**config.mk**
```make
export PLATFORM = sky130hd
export DESIGN_NAME = ntc_adc_to_temperature
export DESIGN_NICKNAME = d
export VERILOG_FILES = /design/src/rtl/core/ntc_pkg.sv /design/src/rtl/core/ntc_adc_to_temperature.sv /design/src/rtl/core/ntc_div.sv
export SDC_FILE = /design/constraint.sdc
export NUM_CORES = 1
export LEC_CHECK = 0
export ABC_AREA = 0
export BUFFER_PORTS_ARGS = -buffer_cell sky130_fd_sc_hd__buf_2
export CORE_MARGIN = 3
export CORE_UTILIZATION = 45
export DETAILED_ROUTE_END_ITERATION = 6
export PLACE_DENSITY = 0.75
export SLEW_MARGIN = 20
export SYNTH_ARGS = -nofsm -noshare
export SYNTH_HDL_FRONTEND = slang
export SYNTH_MEMORY_MAX_BITS = 65536
export SYNTH_SLANG_ARGS = --single-unit
```
**constraint.sdc**
```tcl
create_clock -name aclk -period 8.8 [get_ports aclk]
set_clock_uncertainty 0.1 [all_clocks]
set_input_delay 0.88 -clock aclk [delete_from_list [all_inputs] [get_ports aclk]]
set_output_delay 0.88 -clock aclk [all_outputs]
set_load 0.1 [all_outputs]
```
**src/rtl/core/ntc_pkg.sv**
```systemverilog
// ----------------------------------------------------------------------------
// ntc_pkg
// Types, constants and the resistance table for the NTC temperature converter.
// ----------------------------------------------------------------------------
package ntc_pkg;

    localparam int TBL_LEN = 166;
    localparam int IDX_W = 8;
    localparam logic signed [7:0] TEMP_FIRST = -8'sd40;
    localparam logic [19:0] REF_RESET = 20'd10000;
    localparam logic [15:0] FS_RESET = 16'd4095;
    localparam logic [0:0] REG_REF = 1'b0;
    localparam logic [0:0] REG_FS = 1'b1;

    typedef enum logic [4:0] {
        ST_IDLE = 5'b00001,
        ST_MUL  = 5'b00010,
        ST_DIV  = 5'b00100,
        ST_SCAN = 5'b01000,
        ST_DONE = 5'b10000
    } state_t;

    typedef struct packed {
        logic start;
        logic busy;
    } div_ctrl_t;

    function automatic logic [18:0] ohm_at(input logic [IDX_W-1:0] i);
        logic [18:0] r;
        case (i)
            8'd0: r = 19'd335745; 8'd1: r = 19'd314213; 8'd2: r = 19'd294198;
            8'd3: r = 19'd275584; 8'd4: r = 19'd258265; 8'd5: r = 19'd242142;
            8'd6: r = 19'd227126; 8'd7: r = 19'd213135; 8'd8: r = 19'd200093;
            8'd9: r = 19'd187929; 8'd10: r = 19'd176580; 8'd11: r = 19'd165987;
            8'd12: r = 19'd156094; 8'd13: r = 19'd146852; 8'd14: r = 19'd138213;
            8'd15: r = 19'd130136; 8'd16: r = 19'd122579; 8'd17: r = 19'd115508;
            8'd18: r = 19'd108887; 8'd19: r = 19'd102687; 8'd20: r = 19'd96876;
            8'd21: r = 19'd91430; 8'd22: r = 19'd86323; 8'd23: r = 19'd81531;
            8'd24: r = 19'd77035; 8'd25: r = 19'd72813; 8'd26: r = 19'd68848;
            8'd27: r = 19'd65123; 8'd28: r = 19'd61621; 8'd29: r = 19'd58328;
            8'd30: r = 19'd55231; 8'd31: r = 19'd52317; 8'd32: r = 19'd49574;
            8'd33: r = 19'd46990; 8'd34: r = 19'd44557; 8'd35: r = 19'd42264;
            8'd36: r = 19'd40102; 8'd37: r = 19'd38064; 8'd38: r = 19'd36141;
            8'd39: r = 19'd34326; 8'd40: r = 19'd32613; 8'd41: r = 19'd30996;
            8'd42: r = 19'd29468; 8'd43: r = 19'd28024; 8'd44: r = 19'd26660;
            8'd45: r = 19'd25370; 8'd46: r = 19'd24149; 8'd47: r = 19'd22994;
            8'd48: r = 19'd21901; 8'd49: r = 19'd20867; 8'd50: r = 19'd19888;
            8'd51: r = 19'd18959; 8'd52: r = 19'd18079; 8'd53: r = 19'd17245;
            8'd54: r = 19'd16454; 8'd55: r = 19'd15704; 8'd56: r = 19'd14993;
            8'd57: r = 19'd14317; 8'd58: r = 19'd13676; 8'd59: r = 19'd13067;
            8'd60: r = 19'd12489; 8'd61: r = 19'd11940; 8'd62: r = 19'd11417;
            8'd63: r = 19'd10921; 8'd64: r = 19'd10449; 8'd65: r = 19'd10000;
            8'd66: r = 19'd9572; 8'd67: r = 19'd9165; 8'd68: r = 19'd8778;
            8'd69: r = 19'd8409; 8'd70: r = 19'd8058; 8'd71: r = 19'd7724;
            8'd72: r = 19'd7405; 8'd73: r = 19'd7101; 8'd74: r = 19'd6811;
            8'd75: r = 19'd6534; 8'd76: r = 19'd6271; 8'd77: r = 19'd6019;
            8'd78: r = 19'd5779; 8'd79: r = 19'd5549; 8'd80: r = 19'd5330;
            8'd81: r = 19'd5121; 8'd82: r = 19'd4921; 8'd83: r = 19'd4730;
            8'd84: r = 19'd4547; 8'd85: r = 19'd4373; 8'd86: r = 19'd4206;
            8'd87: r = 19'd4046; 8'd88: r = 19'd3893; 8'd89: r = 19'd3747;
            8'd90: r = 19'd3607; 8'd91: r = 19'd3473; 8'd92: r = 19'd3345;
            8'd93: r = 19'd3222; 8'd94: r = 19'd3104; 8'd95: r = 19'd2991;
            8'd96: r = 19'd2883; 8'd97: r = 19'd2780; 8'd98: r = 19'd2680;
            8'd99: r = 19'd2585; 8'd100: r = 19'd2493; 8'd101: r = 19'd2405;
            8'd102: r = 19'd2321; 8'd103: r = 19'd2240; 8'd104: r = 19'd2163;
            8'd105: r = 19'd2088; 8'd106: r = 19'd2017; 8'd107: r = 19'd1948;
            8'd108: r = 19'd1882; 8'd109: r = 19'd1818; 8'd110: r = 19'd1757;
            8'd111: r = 19'd1698; 8'd112: r = 19'd1642; 8'd113: r = 19'd1588;
            8'd114: r = 19'd1535; 8'd115: r = 19'd1485; 8'd116: r = 19'd1437;
            8'd117: r = 19'd1390; 8'd118: r = 19'd1345; 8'd119: r = 19'd1302;
            8'd120: r = 19'd1261; 8'd121: r = 19'd1221; 8'd122: r = 19'd1182;
            8'd123: r = 19'd1145; 8'd124: r = 19'd1109; 8'd125: r = 19'd1075;
            8'd126: r = 19'd1041; 8'd127: r = 19'd1008; 8'd128: r = 19'd978;
            8'd129: r = 19'd948; 8'd130: r = 19'd920; 8'd131: r = 19'd892;
            8'd132: r = 19'd865; 8'd133: r = 19'd839; 8'd134: r = 19'd814;
            8'd135: r = 19'd790; 8'd136: r = 19'd767; 8'd137: r = 19'd744;
            8'd138: r = 19'd722; 8'd139: r = 19'd701; 8'd140: r = 19'd681;
            8'd141: r = 19'd662; 8'd142: r = 19'd643; 8'd143: r = 19'd624;
            8'd144: r = 19'd607; 8'd145: r = 19'd589; 8'd146: r = 19'd573;
            8'd147: r = 19'd557; 8'd148: r = 19'd541; 8'd149: r = 19'd526;
            8'd150: r = 19'd512; 8'd151: r = 19'd498; 8'd152: r = 19'd484;
            8'd153: r = 19'd471; 8'd154: r = 19'd458; 8'd155: r = 19'd446;
            8'd156: r = 19'd434; 8'd157: r = 19'd422; 8'd158: r = 19'd411;
            8'd159: r = 19'd400; 8'd160: r = 19'd390; 8'd161: r = 19'd379;
            8'd162: r = 19'd369; 8'd163: r = 19'd360; 8'd164: r = 19'd351;
            8'd165: r = 19'd342;
            default: r = 19'd0;
        endcase
        return r;
    endfunction

endpackage

```
**src/rtl/core/ntc_adc_to_temperature.sv**
```systemverilog
// ----------------------------------------------------------------------------
// ntc_adc_to_temperature
// Converts an NTC divider ADC sample into whole degrees Celsius.
// ----------------------------------------------------------------------------
// channel | direction | payload
// s_      | in        | adc_sample [15:0]
// m_      | out       | temperature_c [7:0] signed
// cfg_    | in        | cfg_index [0:0], cfg_data [19:0]
// a sample passes through a multiply, a divide and a scan of up to 166 table entries
// the table scan is one compare per cycle, so a hot reading costs most
// zero samples skip straight to the result in the next cycle
// s_ready is high only in idle; the result holds until m_ready
// reset restores the reference resistor and full scale defaults
// ----------------------------------------------------------------------------
module ntc_adc_to_temperature
    import ntc_pkg::*;
(
    input  logic              aclk,
    input  logic              aresetn,
    input  logic              s_valid,
    output logic              s_ready,
    input  logic [15:0]       s_adc_sample,
    output logic              m_valid,
    input  logic              m_ready,
    output logic signed [7:0] m_temperature_c,
    input  logic              cfg_valid,
    output logic              cfg_ready,
    input  logic [0:0]        cfg_index,
    input  logic [19:0]       cfg_data
);

    state_t state_reg, state_next;
    logic [19:0] ref_reg;
    logic [15:0] fs_reg;
    logic [15:0] smp_reg;
    logic [31:0] ohms_reg;
    logic [IDX_W-1:0] idx_reg, idx_next;
    logic signed [7:0] temp_reg, temp_next;
    logic [31:0] diff;
    logic [51:0] prod_full;
    logic div_start;
    div_ctrl_t div_st;
    logic [31:0] div_q;
    logic hit;

    assign cfg_ready = 1'b1;
    assign s_ready   = (state_reg == ST_IDLE);
    assign m_valid   = (state_reg == ST_DONE);
    assign m_temperature_c = temp_reg;

    assign diff      = {16'd0, fs_reg} - {16'd0, smp_reg};
    assign prod_full = ref_reg * diff;
    assign div_start = (state_reg == ST_MUL);
    assign hit       = (ohms_reg >= {13'd0, ohm_at(idx_reg)});

    ntc_div u_div (
        .aclk     (aclk),
        .aresetn  (aresetn),
        .start    (div_start),
        .dividend (prod_full[31:0]),
        .divisor  (smp_reg),
        .status   (div_st),
        .quotient (div_q)
    );

    always_comb begin
        state_next = state_reg;
        idx_next   = idx_reg;
        temp_next  = temp_reg;
        case (state_reg)
            ST_IDLE: begin
                if (s_valid) begin
                    if (s_adc_sample == 16'd0) begin
                        temp_next  = TEMP_FIRST;
                        state_next = ST_DONE;
                    end else begin
                        state_next = ST_MUL;
                    end
                end
            end
            ST_MUL: state_next = ST_DIV;
            ST_DIV: begin
                if (!div_st.busy && !div_st.start) begin
                    idx_next   = '0;
                    state_next = ST_SCAN;
                end
            end
            ST_SCAN: begin
                if (hit) begin
                    temp_next  = TEMP_FIRST + $signed(idx_reg);
                    state_next = ST_DONE;
                end else if (idx_reg == IDX_W'(TBL_LEN - 1)) begin
                    temp_next  = TEMP_FIRST;
                    state_next = ST_DONE;
                end else begin
                    idx_next = idx_reg + 1'b1;
                end
            end
            ST_DONE: begin
                if (m_ready) begin
                    state_next = ST_IDLE;
                end
            end
            default: state_next = ST_IDLE;
        endcase
    end

    always_ff @(posedge aclk) begin
        if (!aresetn) begin
            state_reg <= ST_IDLE;
            ref_reg   <= REF_RESET;
            fs_reg    <= FS_RESET;
        end else begin
            state_reg <= state_next;
            if (cfg_valid) begin
                if (cfg_index == REG_REF) begin
                    ref_reg <= cfg_data;
                end else begin
                    fs_reg <= cfg_data[15:0];
                end
            end
        end
        idx_reg  <= idx_next;
        temp_reg <= temp_next;
        if (state_reg == ST_IDLE && s_valid) begin
            smp_reg <= s_adc_sample;
        end
        if (state_reg == ST_DIV) begin
            ohms_reg <= div_q;
        end
    end

endmodule

```
**src/rtl/core/ntc_div.sv**
```systemverilog
// ----------------------------------------------------------------------------
// ntc_div
// Restoring 32 by 16 bit unsigned divider, one quotient bit per cycle.
// ----------------------------------------------------------------------------
module ntc_div
    import ntc_pkg::*;
(
    input  logic        aclk,
    input  logic        aresetn,
    input  logic        start,
    input  logic [31:0] dividend,
    input  logic [15:0] divisor,
    output div_ctrl_t   status,
    output logic [31:0] quotient
);

    logic [31:0] quo_reg, quo_next;
    logic [16:0] rem_reg, rem_next;
    logic [15:0] dsr_reg;
    logic [5:0]  cnt_reg, cnt_next;
    logic        busy_reg, busy_next;
    logic [16:0] shifted;
    logic [17:0] trial;

    assign shifted = {rem_reg[15:0], quo_reg[31]};
    assign trial   = {1'b0, shifted} - {2'b00, dsr_reg};

    always_comb begin
        quo_next  = quo_reg;
        rem_next  = rem_reg;
        cnt_next  = cnt_reg;
        busy_next = busy_reg;
        if (start) begin
            quo_next  = dividend;
            rem_next  = '0;
            cnt_next  = 6'd32;
            busy_next = 1'b1;
        end else if (busy_reg) begin
            if (trial[17]) begin
                rem_next = shifted;
                quo_next = {quo_reg[30:0], 1'b0};
            end else begin
                rem_next = trial[16:0];
                quo_next = {quo_reg[30:0], 1'b1};
            end
            cnt_next = cnt_reg - 6'd1;
            if (cnt_reg == 6'd1) begin
                busy_next = 1'b0;
            end
        end
    end

    always_ff @(posedge aclk) begin
        if (!aresetn) begin
            busy_reg <= 1'b0;
            cnt_reg  <= '0;
        end else begin
            busy_reg <= busy_next;
            cnt_reg  <= cnt_next;
        end
        quo_reg <= quo_next;
        rem_reg <= rem_next;
        if (start) begin
            dsr_reg <= divisor;
        end
    end

    assign status.start = start;
    assign status.busy  = busy_reg;
    assign quotient     = quo_reg;

endmodule

```
==> metrics.yaml <==
crit_required_ps: 8870
wl_per_cell_um: 18.4
max_slew.worst_pin.slew_ps: 1140
crit_top_cell: "fa_1"
start_util_pct: 45.9
grt_max_degree: 76
layoutNonFillerInstCount: 3542
synth.top_cell.area_share_pct: 26.3
rr_endpoint: "u_div.quotient[30]"
ant_nets: 0
drv_slew: 0
synth_cells: 2791
period_needed_ps: 8780
worst_ep_arrival_time_ps: 8850
fill_cells: 4949
grtUsageMet1_pct: 30.8
synth_fp_nets: 3311
die_area_mm2: 0.0568
synth_edf_count: 112
fmax_ghz: 0.114
num_vias: 20000
grt.total_usage_pct: 23.4
hold_viol: 0
busiest_layer: "met2"
critPathCaptureType: "flop"
setup_viol_count_final: 0
cts_root_buffer: "clkbuf_16"
dp_worst_setup_slack_ps: -411
grt_first_pass_wirelength_um: 106000
rsz0062_at_grt: "yes"
grt-ovfl-total: 0
dr.pass1.iters: 6
final_nets: 3360
synth_area_leaders: "fa_1, edfxtp_1, ha_1"
rows: 84
met3_usage_pct: 4.10
post-route-period-util_pct: 99.7
use_met2_pct: 38.3
setup_slack_ps: 24.9
crit-reg2reg-launch: "smp_reg[4]"
io_buffers: 51
fp.dieH_um: 238
clock_path_buffers: 2
max_cap_viol_count: 0
max_stage_delay_ps: 570
relSlewSlack_pct: 23.8
grt_pass1_vias: 20300
path_class: "flop to flop"
synth_seq_cells: 195
ys_warn_count: 0
drt_wl_total_um: 65300
ys_types: 83
synth.avg_cell_area_um2: 8.71
synthTopCellsByCount: "inv_1, nand2_1, fa_1"
synthFlopType: "edfxtp_1"
htree_levels: 4
drive_gt1_share_pct: 10.7
core-area_mm2: 0.0530
drt-initial-drc-count: 1844
reg2reg_slack_ps: 20
min-delay-start: "u_div.quotient[19]"
holdPathEnd: "ohms_reg[19]"
hpwl_um: 48500
hold_depth: 0
hp-class: "flop to flop"
viasPerCell: 5.65
synth_top_area_cell: "fa_1"
gp_congestion: 0.991
syn_to_final_growth_pct: 10.2
async_reset_ff_share_pct: 0
path_delay_family: "adder cells"
path_max_fanout: 5
startpoint_type: "flop"
yosysMostFrequentCell: "inv_1"
startpoint: "smp_reg[4]"
netlist_area_mm2: 0.0243
antenna_found_initial: 2
yosysSeqAreaShare_pct: 20.7
cpMaxStageDelayCell: "nor3_1"
die_w_um: 238
clk_pin_slew_ps: 80
cts_tree: "built"
cts.sinks: 195
io_pins: 53
dp_cells: 3493
numCtsBuffers: 17
cp_num_buf_inv: 9
clock_latency_ps: 450
drcViolationCount: 0
status: "finished clean"
r2r_cells: 36
## per-stage QoR
stage | cell area (um^2) | hold WS [ps] | utilization [%] | setup TNS [ps]
finish | 26800 | 347 | 50.6 | 0
global route | 26800 | 360 | 50.5 | -1570
CTS | 26500 | 350 | 50.0 | -65.1
detailed placement | 25700 | 334 | 48.6 | -1810
global placement | 25700 | 331 | 48.6 | -865
floorplan | 24300 | 326 | - | 0
## placed cells by master, fill, tap and decap left out, types with 13 or more instances in the layout
cell type	Yosys	routed
a21o_1	21	21
a21oi_1	116	111
nand2_1	374	373
a211oi_1	33	31
xor2_1	23	21
edfxtp_1	112	112
nor2_1	124	123
nor2b_1	38	36
clkbuf_16	0	18
and2_1	153	149
xnor2_1	56	55
a21boi_0	25	25
buf_4	3	131
o21ai_0	126	124
buf_2	28	51
nand3_1	45	44
o32ai_1	14	14
fa_1	319	314
nand2b_1	23	23
or3_1	15	14
o211ai_1	24	24
inv_1	447	440
o22ai_1	13	13
mux2i_1	18	16
a31oi_1	21	20
nor3_1	56	54
dfxtp_1	83	83
ha_1	159	153
## repair_timing
action	in CTS	in global routing
gates resized for setup	29	43
setup endpoints to repair	8	11
pin swaps	32	22
hold buffers	0	0
buffers inserted	6	10
## cell families after synthesis
group                    count (synthesis)  synth area share, %
multiplexers                            24                 1.05
AO/OA/AOI/OAI                          524                 14.1
adder cells (fa/ha/maj)                479                 34.5
XOR/XNOR                                80                 2.94
other                                    1               0.0154
flip-flops                             195                 20.7
buffers and inverters                  609                 9.60
AND/OR/NAND/NOR                        879                 17.1
## worst max-delay path by stage
stage	endpoint	slack (ps)	cells after the start
5_1_grt	u_div.quotient[27]	-360	34
2_1_floorplan	u_div.quotient[31]	9	34
6_report	u_div.quotient[30]	20	36
3_3_place_gp	u_div.quotient[31]	-280	34
3_5_place_dp	u_div.quotient[31]	-410	34
4_1_cts	u_div.quotient[31]	-40	35
## metal layers
metal	wire, um	part of all wire (%)
met1	26200	40
met2	30500	47
met3	5810	8.9
met4	2790	4.3
met5	17	0.026
## worst register-to-register path: cells and delay by family (launching register included)
family | cells | cell delay (ps)
buffers and inverters | 9 | 810
and+or+nand+nor | 3 | 730
AOI/OAI and AO/OA | 14 | 2300
adders and majority gates | 9 | 4040
xor gates and xnor gates | 1 | 140
DFF | 1 | 370
## layout make-up
cell class,count,area (um^2),share of cell area (%)
Timing Repair Buffer,187,1320,4.92
Multi-Input combinational cell,1987,17300,64.6
Antenna cell,1,2.50,0.00934
Inverter,452,1700,6.34
Tap cell,688,861,3.21
Clock buffer,23,499,1.86
Sequential cell,195,5020,18.8
Clock inverter,9,82.6,0.308
Power is not shown: default switching activity piles up to over one toggle a cycle in this logic, so the estimate is an artifact.
